==> src/hw/rtl/tle_pkg.sv <==
// Terminal line editor: shared constants, command and status types.
// No dependencies; used by tle_ctrl, tle_dp and terminal_line_editor_top.
`timescale 1ns / 1ps

package tle_pkg;

    localparam int BYTE_W = 8;
    localparam int CNT_W  = 5;

    localparam logic [BYTE_W-1:0] CODE_CR      = 8'h0D;
    localparam logic [BYTE_W-1:0] CODE_DEL     = 8'h7F;
    localparam logic [BYTE_W-1:0] CODE_BS      = 8'h08;
    localparam logic [BYTE_W-1:0] CODE_SP      = 8'h20;
    localparam logic [BYTE_W-1:0] MARKER_RESET = 8'h61;

    localparam logic KIND_ECHO = 1'b0;
    localparam logic KIND_LINE = 1'b1;

    // source of the byte loaded into the output register
    typedef enum logic [2:0] {
        SRC_BS,
        SRC_SP,
        SRC_CR,
        SRC_RX,
        SRC_STORE,
        SRC_MARK
    } t_src;

    typedef enum logic [1:0] {
        CNT_HOLD,
        CNT_INC,
        CNT_DEC,
        CNT_CLR
    } t_cnt_op;

    typedef struct packed {
        logic    accept;   // latch the incoming byte
        logic    emit;     // load the output register
        t_src    src;
        logic    last;
        logic    idx_inc;
        logic    idx_clr;
        t_cnt_op cnt_op;   // CNT_INC also writes the store
    } t_cmd;

    typedef struct packed {
        logic emit_ok;     // output register free or being emptied
        logic cnt_zero;
        logic cnt_full;
        logic idx_last;    // index points at the last held character
        logic rx_cr;
        logic rx_del;
    } t_sts;

endpackage

==> src/hw/rtl/tle_ctrl.sv <==
// Terminal line editor sequencer: decodes each item and steps through its results.
// Depends on tle_pkg; drives tle_dp through t_cmd, reads t_sts.
`timescale 1ns / 1ps

module tle_ctrl (
    input  logic          i_clk,
    input  logic          i_rst_n,
    input  logic          i_in_valid,
    output logic          o_in_ready,
    input  tle_pkg::t_sts i_sts,
    output tle_pkg::t_cmd o_cmd
);
    import tle_pkg::*;

    typedef enum logic [10:0] {
        S_IDLE = 11'b000_0000_0001,
        S_BS   = 11'b000_0000_0010,
        S_SP   = 11'b000_0000_0100,
        S_CR   = 11'b000_0000_1000,
        S_LINE = 11'b000_0001_0000,
        S_MARK = 11'b000_0010_0000,
        S_DBS1 = 11'b000_0100_0000,
        S_DSP  = 11'b000_1000_0000,
        S_DBS2 = 11'b001_0000_0000,
        S_CHR  = 11'b010_0000_0000,
        S_SPARE = 11'b100_0000_0000
    } t_state;

    t_state r_state;
    t_state n_state;

    always_ff @(posedge i_clk) begin
        if (!i_rst_n) begin
            r_state <= S_IDLE;
        end else begin
            r_state <= n_state;
        end
    end

    assign o_in_ready = (r_state == S_IDLE);

    always_comb begin
        n_state        = r_state;
        o_cmd          = '0;
        o_cmd.src      = SRC_BS;
        o_cmd.cnt_op   = CNT_HOLD;
        case (r_state)
            S_IDLE: begin
                if (i_in_valid) begin
                    o_cmd.accept  = 1'b1;
                    o_cmd.idx_clr = 1'b1;
                    if (i_sts.rx_cr) begin
                        n_state = i_sts.cnt_zero ? S_CR : S_BS;
                    end else if (i_sts.rx_del) begin
                        // delete on an empty line is dropped silently
                        n_state = i_sts.cnt_zero ? S_IDLE : S_DBS1;
                    end else begin
                        n_state = i_sts.cnt_full ? S_IDLE : S_CHR;
                    end
                end
            end
            S_BS, S_SP, S_LINE: begin
                o_cmd.src = (r_state == S_BS) ? SRC_BS :
                            (r_state == S_SP) ? SRC_SP : SRC_STORE;
                if (i_sts.emit_ok) begin
                    o_cmd.emit = 1'b1;
                    if (i_sts.idx_last) begin
                        o_cmd.idx_clr = 1'b1;
                        n_state = (r_state == S_BS) ? S_SP :
                                  (r_state == S_SP) ? S_CR : S_MARK;
                    end else begin
                        o_cmd.idx_inc = 1'b1;
                    end
                end
            end
            S_CR: begin
                o_cmd.src = SRC_CR;
                if (i_sts.emit_ok) begin
                    o_cmd.emit = 1'b1;
                    n_state = i_sts.cnt_zero ? S_MARK : S_LINE;
                end
            end
            S_MARK: begin
                o_cmd.src  = SRC_MARK;
                o_cmd.last = 1'b1;
                if (i_sts.emit_ok) begin
                    o_cmd.emit   = 1'b1;
                    o_cmd.cnt_op = CNT_CLR;
                    n_state      = S_IDLE;
                end
            end
            S_DBS1: begin
                o_cmd.src = SRC_BS;
                if (i_sts.emit_ok) begin
                    o_cmd.emit = 1'b1;
                    n_state    = S_DSP;
                end
            end
            S_DSP: begin
                o_cmd.src = SRC_SP;
                if (i_sts.emit_ok) begin
                    o_cmd.emit = 1'b1;
                    n_state    = S_DBS2;
                end
            end
            S_DBS2: begin
                o_cmd.src  = SRC_BS;
                o_cmd.last = 1'b1;
                if (i_sts.emit_ok) begin
                    o_cmd.emit   = 1'b1;
                    o_cmd.cnt_op = CNT_DEC;
                    n_state      = S_IDLE;
                end
            end
            S_CHR: begin
                o_cmd.src  = SRC_RX;
                o_cmd.last = 1'b1;
                if (i_sts.emit_ok) begin
                    o_cmd.emit   = 1'b1;
                    o_cmd.cnt_op = CNT_INC;
                    n_state      = S_IDLE;
                end
            end
            default: begin
                n_state = S_IDLE;
            end
        endcase
    end

endmodule

==> src/hw/rtl/tle_dp.sv <==
// Terminal line editor datapath: line store, count, index, marker and output register.
// Depends on tle_pkg; commanded by tle_ctrl.
`timescale 1ns / 1ps

module tle_dp #(
    parameter int LINE_DEPTH = 20
) (
    input  logic                        i_clk,
    input  logic                        i_rst_n,
    input  logic [tle_pkg::BYTE_W-1:0]  i_rx_byte,
    input  logic                        i_cfg_wr_en,
    input  logic [tle_pkg::BYTE_W-1:0]  i_cfg_wr_data,
    input  tle_pkg::t_cmd               i_cmd,
    output tle_pkg::t_sts               o_sts,
    output logic                        o_out_valid,
    input  logic                        i_out_ready,
    output logic                        o_out_kind,
    output logic [tle_pkg::BYTE_W-1:0]  o_out_byte,
    output logic                        o_last
);
    import tle_pkg::*;

    localparam int AW = (LINE_DEPTH > 1) ? $clog2(LINE_DEPTH) : 1;

    logic [BYTE_W-1:0] r_store [LINE_DEPTH];
    logic [BYTE_W-1:0] r_rx;
    logic [BYTE_W-1:0] r_marker;
    logic [CNT_W-1:0]  r_cnt;
    logic [CNT_W-1:0]  n_cnt;
    logic [CNT_W-1:0]  r_idx;
    logic [CNT_W-1:0]  n_idx;
    logic [CNT_W-1:0]  idx_nx;
    logic              r_out_valid;
    logic              r_out_kind;
    logic [BYTE_W-1:0] r_out_byte;
    logic              r_out_last;
    logic [BYTE_W-1:0] n_byte;

    assign idx_nx = r_idx + CNT_W'(1);

    assign o_sts.emit_ok  = !r_out_valid || i_out_ready;
    assign o_sts.cnt_zero = (r_cnt == '0);
    assign o_sts.cnt_full = (r_cnt == CNT_W'(LINE_DEPTH - 1));
    assign o_sts.idx_last = (idx_nx == r_cnt);
    assign o_sts.rx_cr    = (i_rx_byte == CODE_CR);
    assign o_sts.rx_del   = (i_rx_byte == CODE_DEL);

    always_comb begin
        case (i_cmd.cnt_op)
            CNT_INC: n_cnt = r_cnt + CNT_W'(1);
            CNT_DEC: n_cnt = r_cnt - CNT_W'(1);
            CNT_CLR: n_cnt = '0;
            default: n_cnt = r_cnt;
        endcase
    end

    always_comb begin
        if (i_cmd.idx_clr) begin
            n_idx = '0;
        end else if (i_cmd.idx_inc) begin
            n_idx = idx_nx;
        end else begin
            n_idx = r_idx;
        end
    end

    always_comb begin
        case (i_cmd.src)
            SRC_BS:    n_byte = CODE_BS;
            SRC_SP:    n_byte = CODE_SP;
            SRC_CR:    n_byte = CODE_CR;
            SRC_RX:    n_byte = r_rx;
            SRC_STORE: n_byte = r_store[r_idx[AW-1:0]];
            SRC_MARK:  n_byte = r_marker;
            default:   n_byte = CODE_SP;
        endcase
    end

    always_ff @(posedge i_clk) begin
        if (!i_rst_n) begin
            r_cnt       <= '0;
            r_idx       <= '0;
            r_marker    <= MARKER_RESET;
            r_out_valid <= 1'b0;
        end else begin
            r_cnt <= n_cnt;
            r_idx <= n_idx;
            if (i_cfg_wr_en) begin
                r_marker <= i_cfg_wr_data;
            end
            if (i_cmd.emit) begin
                r_out_valid <= 1'b1;
            end else if (i_out_ready) begin
                r_out_valid <= 1'b0;
            end
        end
    end

    // payload: no reset
    always_ff @(posedge i_clk) begin
        if (i_cmd.accept) begin
            r_rx <= i_rx_byte;
        end
        if (i_cmd.cnt_op == CNT_INC) begin
            r_store[r_cnt[AW-1:0]] <= r_rx;
        end
        if (i_cmd.emit) begin
            r_out_kind <= (i_cmd.src == SRC_STORE || i_cmd.src == SRC_MARK) ?
                          KIND_LINE : KIND_ECHO;
            r_out_byte <= n_byte;
            r_out_last <= i_cmd.last;
        end
    end

    assign o_out_valid = r_out_valid;
    assign o_out_kind  = r_out_kind;
    assign o_out_byte  = r_out_byte;
    assign o_last      = r_out_last;

endmodule

==> src/hw/rtl/terminal_line_editor_top.sv <==
// Terminal line editor with echo: top level joining sequencer and datapath.
// Depends on tle_pkg, tle_ctrl, tle_dp.
//
//   channel | handshake                 | payload
//   --------+---------------------------+------------------------------------
//   in      | i_in_valid / o_in_ready   | i_rx_byte
//   out     | o_out_valid / i_out_ready | o_out_kind, o_out_byte, o_last
//   cfg     | i_cfg_wr_en (no wait)     | i_cfg_wr_data (line marker)
//
// An item is taken, then one result per cycle, while i_out_ready holds, leaves
// through the single output register: up to 59 results for a carriage return on
// a full line. Outbound stalls hold the sequence in its current state.
// The next item is taken while the final result still waits in the register.
// Reset is synchronous; count, index, marker and control clear, the store does not.
`timescale 1ns / 1ps

module terminal_line_editor_top #(
    parameter int LINE_DEPTH = 20
) (
    input  logic                        i_clk,
    input  logic                        i_rst_n,
    input  logic                        i_in_valid,
    output logic                        o_in_ready,
    input  logic [tle_pkg::BYTE_W-1:0]  i_rx_byte,
    output logic                        o_out_valid,
    input  logic                        i_out_ready,
    output logic                        o_out_kind,
    output logic [tle_pkg::BYTE_W-1:0]  o_out_byte,
    output logic                        o_last,
    input  logic                        i_cfg_wr_en,
    input  logic [tle_pkg::BYTE_W-1:0]  i_cfg_wr_data
);
    import tle_pkg::*;

    t_cmd cmd;
    t_sts sts;

    tle_ctrl u_ctrl (
        .i_clk      (i_clk),
        .i_rst_n    (i_rst_n),
        .i_in_valid (i_in_valid),
        .o_in_ready (o_in_ready),
        .i_sts      (sts),
        .o_cmd      (cmd)
    );

    tle_dp #(
        .LINE_DEPTH (LINE_DEPTH)
    ) u_dp (
        .i_clk         (i_clk),
        .i_rst_n       (i_rst_n),
        .i_rx_byte     (i_rx_byte),
        .i_cfg_wr_en   (i_cfg_wr_en),
        .i_cfg_wr_data (i_cfg_wr_data),
        .i_cmd         (cmd),
        .o_sts         (sts),
        .o_out_valid   (o_out_valid),
        .i_out_ready   (i_out_ready),
        .o_out_kind    (o_out_kind),
        .o_out_byte    (o_out_byte),
        .o_last        (o_last)
    );

`ifndef SYNTH
    // a result is never loaded over one still waiting
    a_emit_free: assert property (@(posedge i_clk) disable iff (!i_rst_n)
        cmd.emit |-> sts.emit_ok)
        else $error("result loaded over a pending one");

    // when ready for a new item, only a final result may still be waiting
    a_idle_last: assert property (@(posedge i_clk) disable iff (!i_rst_n)
        (o_in_ready && o_out_valid) |-> o_last)
        else $error("sequencer idle with a non-final result pending");

    // the store never takes a character beyond capacity minus one
    a_no_overfill: assert property (@(posedge i_clk) disable iff (!i_rst_n)
        (cmd.cnt_op == CNT_INC) |-> !sts.cnt_full)
        else $error("line store overfilled");

    // a deleted character must exist
    a_no_underflow: assert property (@(posedge i_clk) disable iff (!i_rst_n)
        (cmd.cnt_op == CNT_DEC) |-> !sts.cnt_zero)
        else $error("count underflow on delete");
`endif

endmodule
==> config.mk <==
export PLATFORM = sky130hd
export DESIGN_NAME = terminal_line_editor_top
export DESIGN_NICKNAME = d
export VERILOG_FILES = /design/src/hw/rtl/tle_pkg.sv /design/src/hw/rtl/tle_ctrl.sv /design/src/hw/rtl/tle_dp.sv /design/src/hw/rtl/terminal_line_editor_top.sv
export SDC_FILE = /design/constraint.sdc
export NUM_CORES = 1
export LEC_CHECK = 0
export BUFFER_PORTS_ARGS = -buffer_cell sky130_fd_sc_hd__buf_4
export CAP_MARGIN = 20
export CORE_MARGIN = 2
export CORE_UTILIZATION = 58
export CTS_BUF_LIST = sky130_fd_sc_hd__clkbuf_4
export DETAILED_ROUTE_END_ITERATION = 12
export PLACE_DENSITY_LB_ADDON = 0.15
export SYNTH_ARGS = -nofsm -noshare
export SYNTH_HDL_FRONTEND = slang
export SYNTH_SLANG_ARGS = --single-unit
==> constraint.sdc <==
create_clock -name i_clk -period 3.2 [get_ports i_clk]
set_input_delay 0.32 -clock i_clk [delete_from_list [all_inputs] [get_ports i_clk]]
set_output_delay 0.32 -clock i_clk [all_outputs]
set_load 0.05 [all_outputs]
==> flow_metrics.env <==
export IMPL_htree_levels=2
export IMPL_critPathLaunchType="flop"
export IMPL_r2r_start="u_ctrl.r_state[1]"
export IMPL_multiInputGateArea_um2=2590
export IMPL_p_leak_uw=0.003536
export IMPL_die_area_um2=16110
export IMPL_vias=5226
export IMPL_first_pass_iters=5
export IMPL_path_cells="or3_1 -> or3_1 -> nor3_2 -> nor3b_2 -> ha_1 -> a21o_1 -> a21oi_1 -> mux2i_1 -> a21oi_1 -> o21ai_0 -> a21oi_1"
export IMPL_crit_path_start="u_ctrl.r_state[1]"
export IMPL_rsz0062_at_grt="false"
export IMPL_cts_made_buffers=52
export IMPL_required_ps=3720
export IMPL_syn_nets=556
export IMPL_ys_seq_elements=212
export IMPL_final_nets=666
export IMPL_final_cell_mix="edfxtp_1, clkbuf_4, buf_4"
export IMPL_power_density_nw_per_um2=553.3
export IMPL_viasPerCell=6.035
export IMPL_min_path_type="input port to flop"
export IMPL_slew_viol_final=0
export IMPL_synth_area_leader_cell="edfxtp_1"
export IMPL_ys_types=48
export IMPL_hold_start="i_cfg_wr_en"
export IMPL_skew_ps=36.18
export IMPL_crit_buf_inv=0
export IMPL_yosysSeqAreaShare_pct=68.77
export IMPL_grt_pass1_wl_mm=28.88
export IMPL_status="completed"
export IMPL_relSlewSlack_pct=52.92
export IMPL_tightest_slew_ps=706.2
export IMPL_syn_inst=530
export IMPL_netlist_area_um2=8762
export IMPL_drt_iter0_drc=597
export IMPL_gp_congestion=0.9125
export IMPL_timing_final_setup_violations=0
export IMPL_die_y_um=126.9
export IMPL_avgRoutedWirePerCell_um=21.30
export IMPL_num_io_pins=33
export IMPL_clock_fmax_ghz=0.3297
export IMPL_synth_top_area_share_pct=61.00
export IMPL_place_area_um2=9376
export IMPL_synthArstFlopShare_pct=0
export IMPL_finalHoldViolations=0
export IMPL_row_count=44
export IMPL_seq_area_um2=6027
export IMPL_post_cts_buffers=0
export IMPL_ir_worst_vdd_mv=0.4088
export IMPL_period_share_pct=94.79
export IMPL_dp_slack_ps=136.7
export IMPL_final_common_cell="edfxtp_1"
export IMPL_clockBufferDepth=3
export IMPL_clkTransAtPathRegs_ps=70
export IMPL_period_minus_slack_ps=3033
export IMPL_endpoint_kind="flop"
export IMPL_first_global_vias=5296
export IMPL_synth_warnings=0
export IMPL_cts_tree="yes"
export IMPL_diodes=0
export IMPL_ctsRootBufferMaster="clkbuf_4"
export IMPL_track_usage_pct=23.65
export IMPL_grt_antenna_before_repair=0
export IMPL_drc=0
export IMPL_synthFlopType="edfxtp_1"
export IMPL_final_area_um2=10270
export IMPL_clock_sinks=212
export IMPL_grt_overflow=0
export IMPL_hpwl_mm=11.83
export IMPL_wirelength_mm=18.45
export IMPL_worstPathMaxFanout=7
export IMPL_critical_path_max_stage_delay_ps=440
export IMPL_coreArea_um2=14640
export IMPL_synth_enable_flop_cells=178
export IMPL_crit_type="flop to flop"
export IMPL_setup_ws_ps=166.6
export IMPL_avgSynthCellArea_um2=16.53
export IMPL_ys_top_cells_by_area="edfxtp_1, mux4_2, dfxtp_1, nor2_1, mux2i_1"
export IMPL_final_layout_size_suffix_gt1_share_pct=29.47
export IMPL_die_w_um=126.9
export IMPL_area_delta_synth_final_pct=17.16
export IMPL_clock_latency_ps=640
export IMPL_fillers=982
export IMPL_path_common_cell="a21oi_1"
export IMPL_initial_core_util_pct=59.83
export IMPL_grt_max_degree=41
export IMPL_cpMaxStageDelayCell="or3_1"
export IMPL_final_antenna_net_count=0
export IMPL_hold_ws_ps=42.79
export IMPL_finalSetupTns_ps=0
export IMPL_portBuffers=32
export IMPL_max_cap_violations=0
export IMPL_arrival_ps=3550
export IMPL_cp_top_family="simple AND/OR/NAND/NOR gates"
-- cells in the mapped netlist (2+ instances only) --
cell         n
xnor2_1      8
a22o_1       4
nand2_1     19
nand3_1     16
edfxtp_1   178
mux4_2      48
and3_1       3
mux2i_1     17
dfxtp_1     34
o21ai_0      4
nor2_1      52
a22oi_1      3
xor2_1       8
a21o_1       3
inv_1        6
clkbuf_1    22
or2_2        3
ha_1         4
buf_2        5
and4_1       2
buf_1        3
nor2b_1      3
nand4_1      8
o211ai_1     3
o2111ai_1    4
nor4_1       2
a221o_1      9
nand3b_1     6
a21oi_1     16
nor3_1       9
nand4b_1     2
nand2b_1     6
or3_1        5
-- through the flow --
step	utilization, %	power, uW	instances
finish	70.10	5680	866
floorplan	-	3391	530
detailed placement	64.03	3533	748
CTS	70.04	5724	866
global route	70.10	5897	866
global placement	64.03	3520	748
-- area by class of cell --
type | count | area share [%]
clock buffer | 71 | 5.192
clock inverter | 25 | 1.231
inverter | 7 | 0.2559
multi-input combinational | 280 | 25.23
sequential | 212 | 58.71
tap | 184 | 2.243
timing repair buffer | 87 | 7.142
-- cell families after synthesis --
group / synth area share, %
AO/OA/AOI/OAI: 4.255
AND/OR/NAND/NOR: 8.511
multiplexers: 14.28
adder cells (fa/ha/maj): 0.7997
flip-flops: 68.77
buffers and inverters: 1.785
XOR/XNOR: 1.599
-- where the power goes --
| group | switching [uW] | internal, uW |
|---|---|---|
| clock network | 1060 | 1120 |
| logic | 200 | 129 |
| registers | 94.5 | 3080 |
-- final timing paths --
path	end	slack, ps	cells after the start
setup / recovery	u_dp.r_cnt[4]	170	11
hold / removal	u_dp.r_marker[2]	40	3
setup reg to reg	u_dp.r_cnt[4]	170	11
hold reg to reg	u_dp.r_marker[3]	510	2
-- sequential cells by signal (all words and copies together), names as in the netlist, named ones only --
register and flops:
u_dp.o_last 1, u_dp.r_rx 8, u_dp.o_out_kind 1, u_ctrl.r_state 10, u_dp.r_cnt 5, u_dp.o_out_valid 1
u_dp.o_out_byte 8, u_dp.r_marker 8, u_dp.r_idx 5, u_dp.r_store 160
-- tightest hold or removal path, delay by kind of cell --
| kind | cells | cell delay (ps) |
|---|---|---|
| buf+inv | 1 | 160 |
| simple gates | 1 | 70 |
| mux | 1 | 90 |
-- per-layer routing --
layer  global-route usage [%]  wire length [um]  vias to the layer above
met4                    8.920               434                        0
met1                    33.49              7750                     2595
met2                    36.81              8909                      238
met3                    5.103              1355                       41
met5                        0                 0                        -
li1                         -                 -                     2352
-- what timing repair did --
item / in CTS / in global routing
endpoints found under the setup margin: 0 / 2
hold endpoints to repair: 20 / 0
resized for setup: 0 / 2
hold buffers: 22 / 0
Power figures use the tool's default switching activity.
